===== config.mk =====
export PLATFORM = sky130hd
export DESIGN_NAME = bounded_priority_queue_top
export DESIGN_NICKNAME = d
export VERILOG_FILES = /design/src/rtl/bpq_pkg.sv /design/src/rtl/bpq_ram.sv /design/src/rtl/bounded_priority_queue_top.sv
export SDC_FILE = /design/constraint.sdc
export NUM_CORES = 1
export LEC_CHECK = 0
export BUFFER_PORTS_ARGS = -buffer_cell sky130_fd_sc_hd__buf_4
export CORE_ASPECT_RATIO = 0.9
export CORE_MARGIN = 2
export CORE_UTILIZATION = 49
export CTS_BUF_LIST = sky130_fd_sc_hd__clkbuf_8
export DETAILED_ROUTE_END_ITERATION = 6
export PLACE_DENSITY = 0.61
export SYNTH_ARGS = -nofsm -noshare
export SYNTH_HDL_FRONTEND = slang
export SYNTH_SLANG_ARGS = --single-unit

===== constraint.sdc =====
create_clock -name clock -period 5.1 [get_ports clock]
set_input_delay 0 -clock clock [delete_from_list [all_inputs] [get_ports clock]]
set_output_delay 0 -clock clock [all_outputs]
set_load 0.01 [all_outputs]

===== src/rtl/bpq_pkg.sv =====
`timescale 1ns / 1ps
// ----------------------------------------------------------------------------
// bpq_pkg
// Shared types and constants of the bounded priority queue: storage sizes,
// entry layout, opcodes, status codes and sequencer states.
// ----------------------------------------------------------------------------
package bpq_pkg;

   localparam int DEPTH     = 16;
   localparam int PRIO_W    = 8;
   localparam int PAYLOAD_W = 32;
   localparam int ADDR_W    = $clog2(DEPTH);
   localparam int CNT_W     = 5;
   localparam int ENTRY_W   = PRIO_W + PAYLOAD_W;

   localparam logic [CNT_W-1:0] LIMIT_RESET = CNT_W'(16);
   localparam logic [CNT_W-1:0] DEPTH_CNT   = CNT_W'(DEPTH);

   localparam logic OP_INSERT = 1'b0;
   localparam logic OP_DELETE = 1'b1;

   typedef enum logic [1:0] {
      STATUS_OK        = 2'd0,
      STATUS_OVERFLOW  = 2'd1,
      STATUS_UNDERFLOW = 2'd2
   } status_type;

   typedef struct packed {
      logic [PRIO_W-1:0]    prio;
      logic [PAYLOAD_W-1:0] payload;
   } entry_type;

   typedef enum logic [2:0] {
      S_IDLE,
      S_INS_CMP,
      S_INS_PLACE,
      S_DEL_HEAD,
      S_DEL_SHIFT,
      S_RESP
   } state_type;

endpackage


===== src/rtl/bpq_ram.sv =====
`timescale 1ns / 1ps
// ----------------------------------------------------------------------------
// bpq_ram
// Generic simple dual-port RAM: one write port, one read port, registered
// read data.
// ----------------------------------------------------------------------------
module bpq_ram #(
   parameter int WIDTH = 8,
   parameter int DEPTH = 16
) (
   input  logic                     clock,
   input  logic                     wr_en,
   input  logic [$clog2(DEPTH)-1:0] wr_addr,
   input  logic [WIDTH-1:0]         wr_data,
   input  logic                     rd_en,
   input  logic [$clog2(DEPTH)-1:0] rd_addr,
   output logic [WIDTH-1:0]         rd_data
);

   logic [WIDTH-1:0] mem_ff [DEPTH];
   logic [WIDTH-1:0] rd_data_ff;

   always_ff @(posedge clock) begin
      if (wr_en) begin
         mem_ff[wr_addr] <= wr_data;
      end
      if (rd_en) begin
         rd_data_ff <= mem_ff[rd_addr];
      end
   end

   assign rd_data = rd_data_ff;

endmodule


===== src/rtl/bounded_priority_queue_top.sv =====
`timescale 1ns / 1ps
// ----------------------------------------------------------------------------
// bounded_priority_queue_top
// Sorted priority queue, highest priority at the head, arrival order kept
// among equals. Entries live in one RAM; a sequencer shifts them one entry
// per cycle through a single compare unit.
// ----------------------------------------------------------------------------
//  channel  direction  handshake             payload
//  req      in         req_valid/req_stall   opcode, priority_req, payload
//  rsp      out        rsp_valid/rsp_stall   status, removed_priority,
//                                            removed_payload, occupancy
//  csr      in         csr_wr_en             capacity_limit
//
//  insert moving k held entries: one RAM read and one compare per entry moved.
//  delete of n held entries: one entry moved per cycle over
//  the single RAM read port.
//  overflow and underflow answer without a RAM access.
//  reset clears count and sets the limit to 16; no clearing pass on the RAM.
//  a new item is taken while a result waits on rsp_stall; the next result
//  then holds until the output register frees.
// ----------------------------------------------------------------------------
module bounded_priority_queue_top (
   input  logic                           clock,
   input  logic                           reset,
   input  logic                           req_valid,
   output logic                           req_stall,
   input  logic                           req_opcode,
   input  logic [bpq_pkg::PRIO_W-1:0]     req_priority_req,
   input  logic [bpq_pkg::PAYLOAD_W-1:0]  req_payload,
   output logic                           rsp_valid,
   input  logic                           rsp_stall,
   output logic [1:0]                     rsp_status,
   output logic [bpq_pkg::PRIO_W-1:0]     rsp_removed_priority,
   output logic [bpq_pkg::PAYLOAD_W-1:0]  rsp_removed_payload,
   output logic [bpq_pkg::CNT_W-1:0]      rsp_occupancy,
   input  logic                           csr_wr_en,
   input  logic [bpq_pkg::CNT_W-1:0]      csr_wr_data
);

   localparam int AW = bpq_pkg::ADDR_W;
   localparam int CW = bpq_pkg::CNT_W;

   bpq_pkg::state_type             state_ff, state_in;
   logic [CW-1:0]                  count_ff, count_in;
   logic [CW-1:0]                  limit_ff;
   logic [AW-1:0]                  idx_ff, idx_in;
   bpq_pkg::entry_type             new_ff, new_in;
   bpq_pkg::status_type            res_status_ff, res_status_in;
   bpq_pkg::entry_type             res_entry_ff, res_entry_in;

   logic                           rsp_valid_ff, rsp_valid_in;
   bpq_pkg::status_type            rsp_status_ff, rsp_status_in;
   bpq_pkg::entry_type             rsp_entry_ff, rsp_entry_in;
   logic [CW-1:0]                  rsp_occ_ff, rsp_occ_in;

   logic                           wr_en, rd_en;
   logic [AW-1:0]                  wr_addr, rd_addr;
   bpq_pkg::entry_type             wr_data, rd_data;

   logic [CW-1:0]                  eff_limit;
   logic [CW-1:0]                  cnt_m1;
   logic [CW-1:0]                  idx_p1;
   logic                           req_take;
   logic                           out_free;

   bpq_ram #(
      .WIDTH (bpq_pkg::ENTRY_W),
      .DEPTH (bpq_pkg::DEPTH)
   ) u_ram (
      .clock   (clock),
      .wr_en   (wr_en),
      .wr_addr (wr_addr),
      .wr_data (wr_data),
      .rd_en   (rd_en),
      .rd_addr (rd_addr),
      .rd_data (rd_data)
   );

   assign eff_limit = (limit_ff > bpq_pkg::DEPTH_CNT) ? bpq_pkg::DEPTH_CNT : limit_ff;
   assign cnt_m1    = count_ff - CW'(1);
   assign idx_p1    = CW'(idx_ff) + CW'(1);
   assign req_stall = (state_ff != bpq_pkg::S_IDLE);
   assign req_take  = req_valid && !req_stall;
   assign out_free  = !rsp_valid_ff || !rsp_stall;

   always_ff @(posedge clock) begin
      if (reset) begin
         state_ff     <= bpq_pkg::S_IDLE;
         count_ff     <= '0;
         limit_ff     <= bpq_pkg::LIMIT_RESET;
         rsp_valid_ff <= 1'b0;
      end else begin
         state_ff     <= state_in;
         count_ff     <= count_in;
         rsp_valid_ff <= rsp_valid_in;
         if (csr_wr_en) begin
            limit_ff <= csr_wr_data;
         end
      end
   end

   always_ff @(posedge clock) begin
      idx_ff        <= idx_in;
      new_ff        <= new_in;
      res_status_ff <= res_status_in;
      res_entry_ff  <= res_entry_in;
      rsp_status_ff <= rsp_status_in;
      rsp_entry_ff  <= rsp_entry_in;
      rsp_occ_ff    <= rsp_occ_in;
   end

   always_comb begin
      state_in      = state_ff;
      count_in      = count_ff;
      idx_in        = idx_ff;
      new_in        = new_ff;
      res_status_in = res_status_ff;
      res_entry_in  = res_entry_ff;
      rsp_valid_in  = rsp_valid_ff && rsp_stall;
      rsp_status_in = rsp_status_ff;
      rsp_entry_in  = rsp_entry_ff;
      rsp_occ_in    = rsp_occ_ff;
      wr_en         = 1'b0;
      wr_addr       = idx_ff;
      wr_data       = rd_data;
      rd_en         = 1'b0;
      rd_addr       = idx_ff;

      unique case (state_ff)
         bpq_pkg::S_IDLE: begin
            if (req_take) begin
               new_in.prio    = req_priority_req;
               new_in.payload = req_payload;
               res_status_in  = bpq_pkg::STATUS_OK;
               res_entry_in   = '0;
               if (req_opcode == bpq_pkg::OP_INSERT) begin
                  if (count_ff >= eff_limit) begin
                     res_status_in = bpq_pkg::STATUS_OVERFLOW;
                     state_in      = bpq_pkg::S_RESP;
                  end else if (count_ff == '0) begin
                     idx_in   = '0;
                     state_in = bpq_pkg::S_INS_PLACE;
                  end else begin
                     idx_in   = count_ff[AW-1:0];
                     rd_en    = 1'b1;
                     rd_addr  = cnt_m1[AW-1:0];
                     state_in = bpq_pkg::S_INS_CMP;
                  end
               end else begin
                  if (count_ff == '0) begin
                     res_status_in = bpq_pkg::STATUS_UNDERFLOW;
                     state_in      = bpq_pkg::S_RESP;
                  end else begin
                     rd_en    = 1'b1;
                     rd_addr  = '0;
                     idx_in   = AW'(1);
                     state_in = bpq_pkg::S_DEL_HEAD;
                  end
               end
            end
         end

         bpq_pkg::S_INS_CMP: begin
            // rd_data holds the entry just above slot idx
            if (rd_data.prio >= new_ff.prio) begin
               state_in = bpq_pkg::S_INS_PLACE;
            end else begin
               wr_en   = 1'b1;
               wr_addr = idx_ff;
               wr_data = rd_data;
               idx_in  = idx_ff - AW'(1);
               if (idx_ff == AW'(1)) begin
                  state_in = bpq_pkg::S_INS_PLACE;
               end else begin
                  rd_en   = 1'b1;
                  rd_addr = idx_ff - AW'(2);
               end
            end
         end

         bpq_pkg::S_INS_PLACE: begin
            wr_en    = 1'b1;
            wr_addr  = idx_ff;
            wr_data  = new_ff;
            count_in = count_ff + CW'(1);
            state_in = bpq_pkg::S_RESP;
         end

         bpq_pkg::S_DEL_HEAD: begin
            res_entry_in = rd_data;
            if (count_ff == CW'(1)) begin
               count_in = cnt_m1;
               state_in = bpq_pkg::S_RESP;
            end else begin
               rd_en    = 1'b1;
               rd_addr  = idx_ff;
               state_in = bpq_pkg::S_DEL_SHIFT;
            end
         end

         bpq_pkg::S_DEL_SHIFT: begin
            wr_en   = 1'b1;
            wr_addr = idx_ff - AW'(1);
            wr_data = rd_data;
            if (idx_p1 < count_ff) begin
               rd_en   = 1'b1;
               rd_addr = idx_p1[AW-1:0];
               idx_in  = idx_p1[AW-1:0];
            end else begin
               count_in = cnt_m1;
               state_in = bpq_pkg::S_RESP;
            end
         end

         bpq_pkg::S_RESP: begin
            if (out_free) begin
               rsp_valid_in  = 1'b1;
               rsp_status_in = res_status_ff;
               rsp_entry_in  = res_entry_ff;
               rsp_occ_in    = count_ff;
               state_in      = bpq_pkg::S_IDLE;
            end
         end

         default: begin
            state_in = bpq_pkg::S_IDLE;
         end
      endcase
   end

   assign rsp_valid            = rsp_valid_ff;
   assign rsp_status           = rsp_status_ff;
   assign rsp_removed_priority = rsp_entry_ff.prio;
   assign rsp_removed_payload  = rsp_entry_ff.payload;
   assign rsp_occupancy        = rsp_occ_ff;

   // count stays within the storage
   assert property (@(posedge clock) disable iff (reset)
      count_ff <= bpq_pkg::DEPTH_CNT)
      else $error("entry count above depth");

   // the insert scan never runs below the head slot
   assert property (@(posedge clock) disable iff (reset)
      (state_ff == bpq_pkg::S_INS_CMP) |-> (idx_ff != '0))
      else $error("insert scan index at zero");

   // ram writes only while moving or placing entries
   assert property (@(posedge clock) disable iff (reset)
      wr_en |-> (state_ff == bpq_pkg::S_INS_CMP || state_ff == bpq_pkg::S_INS_PLACE ||
                 state_ff == bpq_pkg::S_DEL_SHIFT))
      else $error("ram write outside of a shift");

   // an underflow reports an empty queue and no entry
   assert property (@(posedge clock) disable iff (reset)
      (rsp_valid_ff && rsp_status_ff == bpq_pkg::STATUS_UNDERFLOW) |->
         (rsp_occ_ff == '0 && rsp_entry_ff == '0))
      else $error("underflow with entries held");

   // a dropped insert leaves the count alone
   assert property (@(posedge clock) disable iff (reset)
      (state_ff == bpq_pkg::S_RESP && res_status_ff == bpq_pkg::STATUS_OVERFLOW)
         |-> $stable(count_ff))
      else $error("overflow changed the count");

endmodule


=== Word-level counts from Yosys, hierarchy flattened ===
Memory sizes are Yosys's and may differ from the RTL's. A register that Yosys moved wholly into a read port is not among the register bits.
Index checks and enable logic that the tools add are counted.

* Magnitude comparators: 4
* Reductions and logical operators: 19
* Add/subtract/negate cells: 5
* Bitwise logic cells: 0
* Equality and inequality tests: 15
* Muxes and demuxes: 53
* Shift operators: 0
* Multipliers: 0
* Divide/modulo/power cells: 0

{| class="wikitable"
|+ Operators by type and width
! cell !! number
|-
| two-way mux 40 bit || 2
|-
| one-hot mux 40 bit (2 select lines) || 1
|-
| two-way mux 4 bit || 15
|-
| two-way mux 3 bit || 8
|-
| one-hot mux 4 bit (3 select lines) || 2
|-
| one-hot mux 3 bit (6 select lines) || 1
|-
| two-way mux 1 bit || 15
|-
| two-way mux 5 bit || 3
|-
| one-hot mux 5 bit (3 select lines) || 1
|-
| inequality test 2 bit, second input constant || 5
|-
| inequality test 3 bit, second input constant || 3
|-
| nonzero test 3 bit || 3
|-
| greater-or-equal comparator 8 bit || 1
|-
| equality test 3 x 2 -> 1 bit, second input constant || 2
|-
| equality test 3 bit, second input constant || 2
|-
| two-way mux 2 bit || 3
|-
| AND reduction 2 bit || 3
|-
| adder 4 x 1 -> 5 bit, second input constant || 1
|-
| adder 5 x 1 -> 5 bit, second input constant || 1
|-
| equality test 5 x 1 -> 1 bit, second input constant || 1
|-
| greater-or-equal comparator 5 bit || 1
|-
| greater-than comparator 5 bit, second input constant || 1
|-
| zero test 5 bit || 1
|-
| < comparator 5 bit || 1
|-
| other kinds (16) || 19
|}

* Register bits after elaboration: 147
* Bits in writable memories: 640
* Input bits: 51
* Output and inout port bits: 49
* Memories kept: 1
* Logic and storage cells: 111
* Bits in read-only memories: 0
* Latch bits: 0

{| class="wikitable"
|+ Memories
! memory !! depth !! bits a word !! rd ports !! clocked after Yosys merged registers in !! write ports !! line !! RTL
|-
| u_ram.mem_ff || 16 || 40 || 1 || 1 || 1 || bpq_ram.sv:20 || <nowiki>logic [WIDTH-1:0] mem_ff [DEPTH];</nowiki>
|}

=== Logic depth before layout (Yosys ltp) ===
* Depth after elaboration: 7
* Gate-level depth with buffers: 15
* Depth with buffers taken out: 12

=== By module ===
From an unflattened synthesis, not the netlist that was laid out.

* Cells, all modules: 1,538
* Area, all modules: 32,255.9 um2

{| class="wikitable"
|+ Modules (own cells, without submodules)
! module !! instances !! cells an instance !! area an instance (um2) !! seq. area each (um2)
|-
| bpq_ram || 1 || 1,040 || 25,532.0 || 20,419.6
|-
| bounded_priority_queue_top || 1 || 498 || 6,723.9 || 4,274.1
|}

=== Worst setup path before layout ===
No wires, ideal clock.

* Path type: register to register
* From: register idx_ff[0]
* To: register u_ram.rd_data_ff[38], in the netlist u_ram.rd_data[38] (read register of u_ram.mem_ff) (data pin)
* Path slack: 1,424 ps
* Library setup time: 264 ps
* Clock period less this slack: 3,676 ps
* Data arrival time: 3,413 ps
* Cell stages (with the launch flop): 16
* Required time: 4,836 ps
* Path buffers: 4
* Cell sequence: edfxtp_1 > clkbuf_1 > nand2_1 > xnor2_1 > ha_1 > o211ai_1 > o21ai_1 > a21o_1 > clkbuf_1 > nor2_1 > a311oi_4 > buf_6 > buf_6 > mux4_2 > nand3_1 > nand4_1

* Cells in the longest elaborated chain, start to end: 5
* Elaborated cells on any way between the ends: 17
* Those cells by class: add/sub (2); order compare (1); eq/ne (1); mux (13)

{| class="wikitable"
|+ Ends and longest elaborated chain
! what !! line !! RTL
|-
| from (decl) || bounded_priority_queue_top.sv:46 || <nowiki>logic [AW-1:0] idx_ff, idx_in;</nowiki>
|-
| from (signal assigned) || bounded_priority_queue_top.sv:103 || <nowiki>idx_ff <= idx_in;</nowiki>
|-
| parallel branches: the longest is 5 deep, another holds adder 4 x 1 -> 5 bit || n/a ||
|-
| to (decl) || bpq_ram.sv:21 || <nowiki>logic [WIDTH-1:0] rd_data_ff;</nowiki>
|}

Parallel ways; which one is timed is not known.
A chain may end at the register's enable or synchronous reset.

=== Worst setup path after layout ===
* From: register idx_ff[1]
* To: register u_ram.rd_data_ff[38], in the netlist u_ram.rd_data[38] (read register of u_ram.mem_ff) (data pin)

Same word-level chain as after synthesis.

==> impl_results.md <==
- Outcome: finished, final reports clean
- Die height: about 250 um
- Synthesized cell area: around 0.032 sq mm
- Worst hold path type: primary input to flop
- Pwr Density: about 720 mW/mm^2
- TritonCTS sink count: 827
- First-pass GRT wire length: between 100000 and 150000 um
- Setup bufs post-CTS: 0
- Fmax: 232 MHz
- #FFs+latches synth: ~830
- Setup Viol. Count Final: 0
- Net Count, Synth: 1715
- Routed wire length: 76900 um
- Crit end category: flop
- Pre-CTS WS: 818 ps
- Critical path class: flop to flop
- Crit path launch type: flop
- Worst-margin pin slew: between 1000 and 1500 ps
- Vias per cell: about 5.9
- Worst-path clk slew: 70 ps
- Setup TNS: 0 ps
- Vias in the first global route: about 18000
- Ys async rst share: 0%
- RD Place Congestion: slightly above 0.8
- # rows: between 80 and 90
- Final worst setup slack: roughly 800 ps
- Yosys top cell area share: 75.6%
- Initial Util: around half
- Number of port buffers: 99
- Sequential-to-total area share from yosys stat: 76.5%
- Utilization after layout: 58.0%
- Leak pwr: 12.8 nW
- Rel. slew slack: 23.4%
- Dpl cells: roughly 2600
- Die area: just under 0.07 sq mm
- Clock skew: approximately 35 ps
- Share of layout cells above drive strength 1: 26.5%
- CTS Hold Bufs: ~110
- PostCTS Resize Cnt: 0
- Synthesis-to-finish area growth: 17.4%
- Post-DRT Antenna Nets: 0
- Clock tree buffer depth: 3
- Largest net degree at the start of global routing: 89
- DR iter-0 viols: 1857
- Post-synth top area cell: edfxtp_1
- Worst VDD drop: between 600 and 700 uV
- Hold Fails Final Rpt: 0
- Nets: ~2000
- Core ar.: 0.0654 sq mm
- Fill cells: roughly 4800
- # IOs: 100
- H-Tree Depth: 4
- Final hold slack: 91.1 ps
- CTS Buf Count: about 130
- Crit path DAT: a little under 5000 ps
- Final slew viol count: 0
- DR WL/cell: about 26 um
- Synth area leaders: edfxtp_1 (76%), mux4_2 (11%), nand3_1 (2.7%)
- Root buffer cell: clkbuf_8
- Worst EP required: 5610 ps
- EDFF count, synth: approximately 810
- DRT Pass-1 Iters: 5
- Antenna violations before repair: 3
- Syn Area/Cell: ~20 sq um
- Tmin final: 4310 ps
- Tot GR Track Use: between 20% and 30%
- Drt drc: 0
- Crit Path Max Fanout: 45
- Overflow after GRT: 0
- CTS tree: built
- Top post-synthesis cells by count: edfxtp_1 (813), nand3_1 (172), mux4_2 (160)
- Post-route insts no fill: 2906
- Fin crit share: between 80% and 90%
- Most numerous cell in the Yosys netlist: edfxtp_1
- Die width: between 200 and 300 um
- Vias: around 17000
- Post-DP HPWL: just over 40000 um
- Post-Syn Instances: approximately 1600
- Max_cap viols: 0
- RSZ-0062 raised after global routing: false
- Worst-Skew Late Latency: ~790 ps
- Warnings from Yosys: 0
- Netlist cell types: 56
- Synth Flop Type: edfxtp_1
[per-stage QoR]
| step | total power, mW | cell area [sq um] |
|---|---|---|
| 2_1_floorplan | 18.9 | 32300 |
| 3_3_place_gp | 22.3 | 34500 |
| 3_5_place_dp | 22.5 | 34500 |
| 4_1_cts | 27.7 | 37900 |
| 5_1_grt | 28.9 | 37900 |
| 6_report | 27.5 | 37900 |
[final cells by class]
cell class	count	area [sq um]	area share [%]
Antenna cell	2	5.00	0.0132
Clock buffer	136	1870	4.93
Clock inverter	99	495	1.31
Inverter	27	101	0.267
Multi-Input combinational cell	688	7110	18.7
Sequential cell	827	24700	65.1
Tap cell	864	1080	2.85
Timing Repair Buffer	263	2570	6.78
[report_power, final]
group	internal, mW	total [mW]	switching, mW
Clock	2.58	5.13	2.54
Combinational	4.81	11.8	6.98
Sequential	10.1	10.6	0.441
Total	17.5	27.5	9.97
[routing by layer]
layer | part of all wire [%] | track usage [%] | vias up
li1 | - | - | 7364
met1 | 43 | 32.1 | 8848
met2 | 48 | 37.1 | 682
met3 | 6.8 | 4.63 | 114
met4 | 2.3 | 8.12 | 0
met5 | 0 | 0 | -
[logic make-up after synthesis]
logic type                 Yosys count  synth area share, %
adders and majority gates           26                 1.01
xor gates and xnor gates            12                0.325
muxes                              207                 12.8
DFF                                827                 76.5
buffers and inverters              123                 1.81
AOI/OAI and AO/OA                   70                 1.52
and+or+nand+nor                    373                 6.12
[final timing paths]
kind | startpoint | end | slack (ps) | depth (start not counted)
worst min-delay path | reset | count_ff[0]$_SDFFE_PP0P_ | 90 | 3
worst max register to register | idx_ff[1]$_DFFE_PP_ | u_ram.rd_data[38]$_DFFE_PP_ | 790 | 12
worst min register to register | res_entry_ff[22]$_SDFFCE_PN0P_ | rsp_removed_payload[22]$_DFFE_PP_ | 400 | 0
worst max-delay path | idx_ff[1]$_DFFE_PP_ | u_ram.rd_data[38]$_DFFE_PP_ | 790 | 12
[flip-flops by register name, summed over array words and instances, names as in the netlist]
register,cells
u_ram.rd_data,40
rsp_occupancy,5
limit_ff,5
u_ram.mem_ff,640
new_ff,40
rsp_status,2
idx_ff,4
state_ff,3
rsp_removed_payload,32
rsp_removed_priority,8
count_ff,5
res_status_ff,2
res_entry_ff,40
rsp_valid,1
[layout by cell type (no fill, tap or decap), drive strengths merged, types with 2 or more instances in the layout]
master	instances
a31oi	7
o21a	2
a21o	2
o211ai	5
ha	26
nor2b	3
o31ai	2
nand2	25
a211oi	3
and2	4
a311oi	2
nor4	3
nand3	172
clkbuf	136
or3	4
diode	2
mux2	39
nor3	11
edfxtp	813
a211o	4
nand4	44
o221ai	2
xnor2	10
nand2b	4
and3	59
inv	76
a21oi	17
buf	154
nor2	37
o21ai	12
mux2i	8
dlygate4sd3	109
xor2	2
dfxtp	14
o22ai	2
clkinvlp	6
clkinv	42
mux4	160
bufinv	2
[critical path, stage by stage (launching register included)]
cell	delay [ps]
edfxtp_1	460
inv_1	280
ha_1	350
ha_1	300
o211ai_1	160
o21ai_1	130
a21o_1	290
o21a_1	200
o41ai_1	490
nand3_4	730
buf_12	460
nand3_1	100
nand4_1	90
No activity file was read; power rests on OpenSTA's default activity.
